File: src/rtl/core/seen_device_throttle_cache_core_assert.svh
// assertion macros for the seen device throttle cache core
// expects clk_i and rst_ni in the scope of each use
`ifndef SEEN_DEVICE_THROTTLE_CACHE_CORE_ASSERT_SVH
`define SEEN_DEVICE_THROTTLE_CACHE_CORE_ASSERT_SVH

// property checked on every rising clock edge outside reset
`define SDTC_ASSERT(lbl, prop, msg) \
  lbl: assert property (@(posedge clk_i) disable iff (!rst_ni) prop) else $error(msg);

// implication whose consequent is checked in the cycle after the antecedent
`define SDTC_ASSERT_NEXT(lbl, ante, cons, msg) \
  lbl: assert property (@(posedge clk_i) disable iff (!rst_ni) (ante) |=> (cons)) else $error(msg);

`endif

File: src/rtl/core/sdtc_pkg.sv
// shared types and constants for the seen device throttle cache core
// no dependencies
package sdtc_pkg;

  localparam int unsigned ENTRIES_DEF    = 32;
  localparam int unsigned ADDR_W         = 48;
  localparam int unsigned TIME_W         = 32;
  localparam int unsigned RSSI_W         = 8;
  localparam int unsigned SLOT_W         = 5;
  localparam int unsigned CNT_W          = 32;
  localparam int unsigned IN_DATA_W      = 88;
  localparam int unsigned OUT_DATA_W     = 96;
  localparam int unsigned OUT_USER_W     = 2;
  localparam int unsigned APB_ADDR_W     = 3;
  localparam int unsigned APB_DATA_W     = 32;
  localparam logic [TIME_W-1:0] THROTTLE_RESET = 32'd5000;
  localparam logic [0:0] REG_THROTTLE    = 1'b0;

  typedef enum logic [1:0] {
    ST_IDLE,
    ST_SCAN,
    ST_DRAIN,
    ST_DECIDE
  } state_e;

  typedef struct packed {
    logic load;
    logic rd_en;
    logic commit;
  } cmd_t;

  typedef struct packed {
    logic last_rd;
    logic out_busy;
  } sts_t;

endpackage

File: src/rtl/core/sdtc_ram.sv
// generic single write port ram with registered read
// no dependencies
module sdtc_ram #(
  parameter int unsigned WIDTH = 80,
  parameter int unsigned DEPTH = 32,
  localparam int unsigned AW = (DEPTH > 1) ? $clog2(DEPTH) : 1
) (
  input  logic             clk_i,
  input  logic             we_i,
  input  logic [AW-1:0]    waddr_i,
  input  logic [WIDTH-1:0] wdata_i,
  input  logic             re_i,
  input  logic [AW-1:0]    raddr_i,
  output logic [WIDTH-1:0] rdata_o
);

  logic [WIDTH-1:0] mem_q [DEPTH];
  logic [WIDTH-1:0] rdata_q;

  always_ff @(posedge clk_i) begin
    if (we_i) begin
      mem_q[waddr_i] <= wdata_i;
    end
    if (re_i) begin
      rdata_q <= mem_q[raddr_i];
    end
  end

  assign rdata_o = rdata_q;

endmodule

File: src/rtl/core/sdtc_ctrl.sv
// controller state machine: accept, table scan, decision and hand-off
// depends on sdtc_pkg and seen_device_throttle_cache_core_assert.svh
`include "seen_device_throttle_cache_core_assert.svh"

module sdtc_ctrl (
  input  logic          clk_i,
  input  logic          rst_ni,
  input  logic          s_tvalid_i,
  output logic          s_tready_o,
  input  sdtc_pkg::sts_t sts_i,
  output sdtc_pkg::cmd_t cmd_o
);
  import sdtc_pkg::*;

  state_e state_q, state_d;

  always_ff @(posedge clk_i or negedge rst_ni) begin
    if (!rst_ni) begin
      state_q <= ST_IDLE;
    end else begin
      state_q <= state_d;
    end
  end

  always_comb begin
    state_d = state_q;
    case (state_q)
      ST_IDLE: begin
        if (s_tvalid_i) state_d = ST_SCAN;
      end
      ST_SCAN: begin
        if (sts_i.last_rd) state_d = ST_DRAIN;
      end
      ST_DRAIN: begin
        state_d = ST_DECIDE;
      end
      ST_DECIDE: begin
        if (!sts_i.out_busy) state_d = ST_IDLE;
      end
      default: begin
        state_d = ST_IDLE;
      end
    endcase
  end

  always_comb begin
    s_tready_o   = 1'b0;
    cmd_o        = '0;
    case (state_q)
      ST_IDLE: begin
        s_tready_o = 1'b1;
        cmd_o.load = s_tvalid_i;
      end
      ST_SCAN: begin
        cmd_o.rd_en = 1'b1;
      end
      ST_DRAIN: begin
      end
      ST_DECIDE: begin
        cmd_o.commit = !sts_i.out_busy;
      end
      default: begin
      end
    endcase
  end

  `SDTC_ASSERT_NEXT(a_accept_scan, state_q == ST_IDLE && s_tvalid_i, state_q == ST_SCAN,
                    "accepted transaction did not start a scan")
  `SDTC_ASSERT_NEXT(a_last_drain, state_q == ST_SCAN && sts_i.last_rd, state_q == ST_DRAIN,
                    "scan did not end after the last entry")
  `SDTC_ASSERT(a_commit_free, cmd_o.commit |-> !sts_i.out_busy,
               "result committed while output register still held")
  `SDTC_ASSERT_NEXT(a_commit_idle, cmd_o.commit, state_q == ST_IDLE,
                    "controller did not return to idle after commit")

endmodule

File: src/rtl/core/sdtc_dpath.sv
// datapath: input capture, table ram, scan compare, decision and output register
// depends on sdtc_pkg and sdtc_ram
module sdtc_dpath #(
  parameter int unsigned ENTRIES = sdtc_pkg::ENTRIES_DEF
) (
  input  logic                                clk_i,
  input  logic                                rst_ni,
  input  sdtc_pkg::cmd_t                      cmd_i,
  output sdtc_pkg::sts_t                      sts_o,
  input  logic [sdtc_pkg::IN_DATA_W-1:0]      s_tdata_i,
  input  logic [sdtc_pkg::TIME_W-1:0]         throttle_i,
  output logic                                m_tvalid_o,
  input  logic                                m_tready_i,
  output logic [sdtc_pkg::OUT_DATA_W-1:0]     m_tdata_o,
  output logic [sdtc_pkg::OUT_USER_W-1:0]     m_tuser_o
);
  import sdtc_pkg::*;

  localparam int unsigned IDX_W  = (ENTRIES > 1) ? $clog2(ENTRIES) : 1;
  localparam int unsigned WORD_W = ADDR_W + TIME_W;
  localparam logic [IDX_W-1:0] LAST_IDX = IDX_W'(ENTRIES - 1);

  logic [ADDR_W-1:0] addr_q;
  logic [TIME_W-1:0] time_q;
  logic [RSSI_W-1:0] rssi_q;

  logic [IDX_W-1:0]  rd_idx_q;
  logic [IDX_W-1:0]  cmp_idx_q;
  logic              cmp_vld_q;

  logic              have_free_q;
  logic [IDX_W-1:0]  free_slot_q;
  logic              matched_q;
  logic [IDX_W-1:0]  match_slot_q;
  logic [TIME_W-1:0] match_time_q;
  logic              have_old_q;
  logic [IDX_W-1:0]  old_slot_q;
  logic [TIME_W-1:0] old_time_q;

  logic [ENTRIES-1:0] valid_q;
  logic [CNT_W-1:0]   count_q;

  logic                  out_vld_q;
  logic [OUT_DATA_W-1:0] out_data_q;
  logic [OUT_USER_W-1:0] out_user_q;

  logic [WORD_W-1:0] rdata;
  logic [ADDR_W-1:0] ent_addr;
  logic [TIME_W-1:0] ent_time;
  logic              ent_vld;
  logic [IDX_W-1:0]  slot_sel;
  logic [TIME_W-1:0] delta;
  logic              emit;
  logic              wr_en;
  logic [CNT_W-1:0]  count_nxt;

  assign ent_addr = rdata[ADDR_W-1:0];
  assign ent_time = rdata[WORD_W-1:ADDR_W];
  assign ent_vld  = valid_q[cmp_idx_q];

  assign delta     = time_q - match_time_q;
  assign emit      = !matched_q || (delta >= throttle_i);
  assign slot_sel  = matched_q ? match_slot_q : (have_free_q ? free_slot_q : old_slot_q);
  assign wr_en     = cmd_i.commit && emit;
  assign count_nxt = matched_q ? count_q : count_q + CNT_W'(1);

  sdtc_ram #(
    .WIDTH(WORD_W),
    .DEPTH(ENTRIES)
  ) u_table (
    .clk_i   (clk_i),
    .we_i    (wr_en),
    .waddr_i (slot_sel),
    .wdata_i ({time_q, addr_q}),
    .re_i    (cmd_i.rd_en),
    .raddr_i (rd_idx_q),
    .rdata_o (rdata)
  );

  always_ff @(posedge clk_i) begin
    if (cmd_i.load) begin
      addr_q <= s_tdata_i[ADDR_W-1:0];
      time_q <= s_tdata_i[ADDR_W+TIME_W-1:ADDR_W];
      rssi_q <= s_tdata_i[ADDR_W+TIME_W+RSSI_W-1:ADDR_W+TIME_W];
    end
    if (cmd_i.rd_en) begin
      cmp_idx_q <= rd_idx_q;
    end
    if (cmd_i.commit) begin
      out_data_q <= {3'b000, count_nxt, rssi_q, addr_q, SLOT_W'(slot_sel)};
      out_user_q <= {!matched_q, emit};
    end
  end

  always_ff @(posedge clk_i or negedge rst_ni) begin
    if (!rst_ni) begin
      rd_idx_q     <= '0;
      cmp_vld_q    <= 1'b0;
      have_free_q  <= 1'b0;
      free_slot_q  <= '0;
      matched_q    <= 1'b0;
      match_slot_q <= '0;
      match_time_q <= '0;
      have_old_q   <= 1'b0;
      old_slot_q   <= '0;
      old_time_q   <= '0;
      valid_q      <= '0;
      count_q      <= '0;
      out_vld_q    <= 1'b0;
    end else begin
      cmp_vld_q <= cmd_i.rd_en;
      if (cmd_i.load) begin
        rd_idx_q    <= '0;
        have_free_q <= 1'b0;
        matched_q   <= 1'b0;
        have_old_q  <= 1'b0;
      end else if (cmd_i.rd_en) begin
        rd_idx_q <= rd_idx_q + IDX_W'(1);
      end
      if (cmp_vld_q) begin
        if (!ent_vld) begin
          have_free_q <= 1'b1;
          free_slot_q <= cmp_idx_q;
        end else if (ent_addr == addr_q) begin
          matched_q    <= 1'b1;
          match_slot_q <= cmp_idx_q;
          match_time_q <= ent_time;
        end else if (!have_old_q || ent_time < old_time_q) begin
          have_old_q <= 1'b1;
          old_slot_q <= cmp_idx_q;
          old_time_q <= ent_time;
        end
      end
      if (cmd_i.commit) begin
        count_q <= count_nxt;
        if (!matched_q) begin
          valid_q[slot_sel] <= 1'b1;
        end
      end
      if (cmd_i.commit) begin
        out_vld_q <= 1'b1;
      end else if (m_tready_i) begin
        out_vld_q <= 1'b0;
      end
    end
  end

  assign sts_o.last_rd  = cmd_i.rd_en && (rd_idx_q == LAST_IDX);
  assign sts_o.out_busy = out_vld_q && !m_tready_i;

  assign m_tvalid_o = out_vld_q;
  assign m_tdata_o  = out_data_q;
  assign m_tuser_o  = out_user_q;

endmodule

File: src/rtl/core/seen_device_throttle_cache_core.sv
// Seen device throttle cache. Each accepted report scans the whole device table
// one entry per cycle through the single read port of the table ram; the last
// entry is compared in the drain state and the decide state commits the result
// to the output register. The next report is accepted the cycle after that
// commit while the result waits to be taken, so no report is taken while the
// previous one is in progress. A result untaken when the next one is decided
// holds that decision until it leaves. A known device is passed for logging
// only once the wrapping time since its last logged report reaches the throttle
// interval; an unknown one takes the highest free slot, or else replaces the
// entry with the oldest report time. Reset clears the table at once.
module seen_device_throttle_cache_core #(
  parameter int unsigned ENTRIES = sdtc_pkg::ENTRIES_DEF
) (
  input  logic                                clk_i,
  input  logic                                rst_ni,
  // device_address [47:0], timestamp_ms [79:48], signal_strength [87:80]
  input  logic [sdtc_pkg::IN_DATA_W-1:0]      s_tdata_i,
  input  logic                                s_tvalid_i,
  output logic                                s_tready_o,
  // slot_index [4:0], address_echo [52:5], strength_echo [60:53],
  // devices_seen [92:61], zero fill [95:93]
  output logic [sdtc_pkg::OUT_DATA_W-1:0]     m_tdata_o,
  // emit_log [0], is_new_device [1]
  output logic [sdtc_pkg::OUT_USER_W-1:0]     m_tuser_o,
  output logic                                m_tvalid_o,
  input  logic                                m_tready_i,
  input  logic                                psel_i,
  input  logic                                penable_i,
  input  logic                                pwrite_i,
  input  logic [sdtc_pkg::APB_ADDR_W-1:0]     paddr_i,
  input  logic [sdtc_pkg::APB_DATA_W-1:0]     pwdata_i,
  output logic [sdtc_pkg::APB_DATA_W-1:0]     prdata_o,
  output logic                                pready_o
);
  import sdtc_pkg::*;

  logic [TIME_W-1:0] throttle_q;
  logic              reg_sel;
  cmd_t              cmd;
  sts_t              sts;

  assign pready_o = 1'b1;
  assign reg_sel  = (paddr_i[2] == REG_THROTTLE);
  assign prdata_o = reg_sel ? throttle_q : '0;

  always_ff @(posedge clk_i or negedge rst_ni) begin
    if (!rst_ni) begin
      throttle_q <= THROTTLE_RESET;
    end else if (psel_i && penable_i && pwrite_i && pready_o && reg_sel) begin
      throttle_q <= pwdata_i;
    end
  end

  sdtc_ctrl u_ctrl (
    .clk_i      (clk_i),
    .rst_ni     (rst_ni),
    .s_tvalid_i (s_tvalid_i),
    .s_tready_o (s_tready_o),
    .sts_i      (sts),
    .cmd_o      (cmd)
  );

  sdtc_dpath #(
    .ENTRIES(ENTRIES)
  ) u_dpath (
    .clk_i      (clk_i),
    .rst_ni     (rst_ni),
    .cmd_i      (cmd),
    .sts_o      (sts),
    .s_tdata_i  (s_tdata_i),
    .throttle_i (throttle_q),
    .m_tvalid_o (m_tvalid_o),
    .m_tready_i (m_tready_i),
    .m_tdata_o  (m_tdata_o),
    .m_tuser_o  (m_tuser_o)
  );

endmodule
File: config.mk
export PLATFORM = sky130hd
export DESIGN_NAME = seen_device_throttle_cache_core
export DESIGN_NICKNAME = d
export VERILOG_FILES = /design/src/rtl/core/sdtc_pkg.sv /design/src/rtl/core/sdtc_ram.sv /design/src/rtl/core/sdtc_ctrl.sv /design/src/rtl/core/sdtc_dpath.sv /design/src/rtl/core/seen_device_throttle_cache_core.sv
export VERILOG_INCLUDE_DIRS = /design/src /design/src/rtl/core
export SDC_FILE = /design/constraint.sdc
export NUM_CORES = 2
export LEC_CHECK = 0
export ABC_AREA = 1
export BUFFER_PORTS_ARGS = -buffer_cell sky130_fd_sc_hd__buf_2
export CAP_MARGIN = 20
export CELL_PAD_IN_SITES_DETAIL_PLACEMENT = 1
export CELL_PAD_IN_SITES_GLOBAL_PLACEMENT = 1
export CORE_ASPECT_RATIO = 1.1
export CORE_UTILIZATION = 35
export DETAILED_ROUTE_END_ITERATION = 10
export PLACE_DENSITY = 0.55
export SYNTH_ARGS = -nofsm -noshare
export SYNTH_HDL_FRONTEND = slang
export SYNTH_HIERARCHICAL = 1
export SYNTH_SLANG_ARGS = --single-unit
File: constraint.sdc
create_clock -name clk_i -period 20.7 [get_ports clk_i]
set_input_delay 3.105 -clock clk_i [delete_from_list [all_inputs] [get_ports clk_i]]
set_output_delay 3.105 -clock clk_i [all_outputs]
set_load 0.03 [all_outputs]
==> run summary <==
The worst relative slew slack is 0.2313. The final worst-path cycle share works out to 0.4167. TritonCTS built the clock tree.

The detailed router finished its first iteration with 5751 violations. The total global routing track utilization is 0.2227, and the number of enable flip-flop cells after synthesis is 2828. For this design the static power due to leakage is 0.05141 µW. The clock transition at the registers of the reported paths was 0.06 ns; the total number of vias was 82313.

Number of max-capacitance violations reported: 0. Entering global routing, the biggest net connects 196 pins. For the final routed database, the setup TNS stands at 0 ns.

STA classifies the critical path endpoint as a register. The start-to-end type of the worst setup path is reg2reg. In this design, the largest share of critical-path delay is due to simple AND/OR/NAND/NOR gates. Along the worst path, the maximum fanout reaches 33. For the finished layout, the period the worst path requires is 8.625 ns. The worst hold path passes through 0 cells. The clock passes through at most 4 buffers. The post-synthesis sequential element count is 3015, and the highest clock frequency the design can meet is 115.9 MHz.

The worst clock skew was 0.04902 ns; the adder-cell area share of the yosys netlist was 0.01043. The count of warnings emitted by yosys was 6; the total of cells resized after clock tree synthesis was 0. The area share of the largest cell type after synthesis was 0.6898; the total setup buffers inserted after CTS was 0.

In the final routed layout, each cell accounts on average for 25.75 µm. 263 I/O pins were placed. Number of placed cells counting well taps: 14944. The detailed-routing iteration count for the pre-antenna-repair pass is 6. After synthesis, the mean cell area works out to 11.77 µm².

Clock tree synthesis found a total of 3015 sinks. The final number of hold-violating endpoints came out at 0. Setup repair after global routing left no endpoint under its margin. The clock latency of the later-clocked register in the worst-skew pair was 0.95 ns.

Counting stages on the worst path, the most repeated cell is sky130_fd_sc_hd__nand2_1. The die covers 354100 µm². STA classifies the critical path startpoint as a register. The number of cell instances on the worst register-to-register path is 28, and the depth of the critical timing path with buffers and inverters included is 28. The run gives 10930 as the final layout net count. Worst hold margin: 0.4173 ns.

The transition time at the pin with the least slew margin is 1.153 ns. The run gives 0.3514 as the effective utilization at floorplan. The xor and xnor fraction of the mapped netlist area is 0.007043, and the synthesized instance count is 10455.

Once placement finished, the instance area stood at 129600 µm². Measured along the x axis, the die boundary spans 567.5 µm. The tools report the max-slew violation count as 0. The tools report the sequential cell area fraction in the yosys report as 0.7279. For this design, the CTS-stage hold fixing added 0 buffers.

The post-synthesis cell type with the largest combined area is sky130_fd_sc_hd__edfxtp_1. The number of buffers inserted by port buffering was 256. The flow ran to the end, and the final reports show no timing, DRC or antenna violations.

The initial antenna violation count was 19; the number of buffers added by the clock tree synthesis step was 341. The portion of netlist area occupied by mux cells came out at 0. The routed design has 401000 µm of wire.

With fillers left out, the area of the finished cells amounts to 140600 µm². The number of levels the H-tree was split into is 5. Fraction of final layout cells with drive strength greater than 1: 0.09684. The master of the slowest instance on the critical path is sky130_fd_sc_hd__nor2_4. Power spread over the standard cell area amounts to 139.5 nW/µm². The complex-gate fraction of the synthesized area works out to 0.009086. For the worst setup path, the data required time is 21.26 ns.

The final setup violation count came out at 0. After detailed routing, the number of remaining DRC violations is 0. The number of different library cells used by synthesis comes to 45.

The cell area after technology mapping was 123100 µm²; the simple-gate share of the synthesized area was 0.2133. Among all flip-flop cells after synthesis, the most frequent one is sky130_fd_sc_hd__edfxtp_1. In this design, the stage delay of the slowest critical-path cell is 1.13 ns. Relative to the synthesized area, the layout overhead comes to 14.18%.

The run gives 85436 as the via count of the first global-routing pass. For the critical path data arrival time, the log shows 9.19 ns. The main combinational cell family by area after synthesis was simple AND/OR/NAND/NOR gates. For the global placer's final weighted congestion, the log shows 0.7772. The worst supply voltage drop on vdd was 0.1187 mV.

In this run the remaining antenna-violating nets after routing total 0. In this run the vertical extent of the chip is 624.0 µm. Together, buffers and inverters on the worst path number 6.

After synthesis, the cell types taking the most area are sky130_fd_sc_hd__edfxtp_1 69%, sky130_fd_sc_hd__nand2_1 11%, sky130_fd_sc_hd__nand3_1 9.8%. Final HPWL from detailed placement: 209600 µm. The first global-routing pass estimated 583500 µm of wire. The cell sitting at the root of the clock tree is a sky130_fd_sc_hd__clkbuf_16.

After filler insertion, the fill cell instance count of the layout stands at 37153. In this run the worst hold path is classified as reg2reg. The detail-routed via count per cell came out at 5.286. The number of non-filler instances in the completed layout came out at 15571.

The logs give 228 for the row count and 0 for the total global routing overflow. The core region is 350300 µm². The share of synthesized flip-flops with an asynchronous set or reset is 0.06202.
[path summary, 6_finish.rpt]
path                                                 endpoint  slack (ns)         startpoint
worst max-delay path            u_dpath/u_table/mem_q[15][69]       12.07  u_dpath/time_q[0]
worst min-delay path                    u_dpath/m_tdata_o[60]        0.42  u_dpath/rssi_q[7]
worst max register to register  u_dpath/u_table/mem_q[15][69]       12.07  u_dpath/time_q[0]
worst min register to register          u_dpath/m_tdata_o[60]        0.42  u_dpath/rssi_q[7]
max in group asynchronous                 u_dpath/rd_idx_q[3]       16.83             rst_ni
min in group asynchronous                      throttle_q[23]        2.13             rst_ni
[per-stage QoR]
stage | setup WS, ns | power, µW | util
2_1_floorplan | 8.617 | 11670 | -
3_3_place_gp | 11.62 | 13780 | 0.3697
3_5_place_dp | 11.70 | 13910 | 0.3698
4_1_cts | 11.66 | 19860 | 0.4004
5_1_grt | 11.58 | 20670 | 0.4012
6_report | 12.07 | 19610 | 0.4012
[cells in the mapped netlist, drive strengths merged (2+ instances only)]
master and instances:
clkbuf 157, a21oi 70, nand4 22, nor4 3
dfstp 5, dfrtp 182, ha 101, buf 445
a31oi 3, nand2 3496, o21ai 109, conb 2
o211ai 8, nor3 21, xor2 46, or2 9
o21a 3, nand3 2408, nor2 165, o21bai 5
xnor2 53, and3 2, a21o 9, edfxtp 2828
inv 298
[per-layer routing]
| layer | track usage | share of wire |
|---|---|---|
| met5 | 0 | 0.000087 |
| met4 | 0.05807 | 0.027 |
| met3 | 0.02613 | 0.040 |
| met2 | 0.3873 | 0.49 |
| met1 | 0.2942 | 0.44 |
[cells in the final DEF, fill, tap and decap left out, types with 70 or more instances in the layout]
master                      synthesis  final
sky130_fd_sc_hd__clkinv_1           1     72
sky130_fd_sc_hd__a21oi_1           70     70
sky130_fd_sc_hd__inv_1            289    288
sky130_fd_sc_hd__nor2_1           159    126
sky130_fd_sc_hd__dfrtp_1          182    177
sky130_fd_sc_hd__ha_1             101    100
sky130_fd_sc_hd__edfxtp_1        2828   2828
sky130_fd_sc_hd__o21ai_0          100    100
sky130_fd_sc_hd__nand2_1         3480   3480
sky130_fd_sc_hd__buf_2            353    255
sky130_fd_sc_hd__buf_4             12    220
sky130_fd_sc_hd__clkbuf_16          0    345
sky130_fd_sc_hd__nand3_1         2404   2404
[power breakdown]
part | internal [µW] | leakage (µW) | switching [µW]
Clock | 3370 | 0.00523 | 2510
Sequential | 7410 | 0.0278 | 299
Combinational | 1550 | 0.0184 | 4470
[worst reg2reg max path: cells and delay by family (launching register included)]
kind	cells	cell delay, ns
AOI/OAI and AO/OA	2	0.70
adders and majority gates	3	0.88
buffers and inverters	6	2.41
DFF	1	0.35
and+or+nand+nor	17	3.88
[cells by family after synthesis]
kind of cell | count (synthesis)
flip-flops | 3015
buffers and inverters | 901
AND/OR/NAND/NOR | 6127
AO/OA/AOI/OAI | 209
other | 2
XOR/XNOR | 99
adder cells (fa/ha/maj) | 102
[sequential cells by signal (all words and copies together), names as in the netlist, 8 cells and up]
signal / flops
u_dpath/u_table/mem_q: 2560
u_dpath/valid_q: 32
u_dpath/u_table/rdata_o: 80
throttle_q: 32
u_dpath/rssi_q: 8
u_dpath/addr_q: 48
u_dpath/time_q: 32
u_dpath/count_q: 32
u_dpath/match_time_q: 32
u_dpath/old_time_q: 32
u_dpath/m_tdata_o: 93
[final cells by class]
cell class / instances / area (µm²) / share of cell area
Clock inverter: 192 / 1739 / 0.01237
Timing Repair Buffer: 500 / 3482 / 0.02477
Tap cell: 4600 / 5756 / 0.04095
Inverter: 299 / 1165 / 0.008288
Clock buffer: 419 / 8971 / 0.06383
Antenna cell: 5 / 12.51 / 0.00008902
Sequential cell: 3015 / 89630 / 0.6377
Multi-Input combinational cell: 6541 / 29800 / 0.2120
No activity file was read; power rests on OpenSTA's default activity.
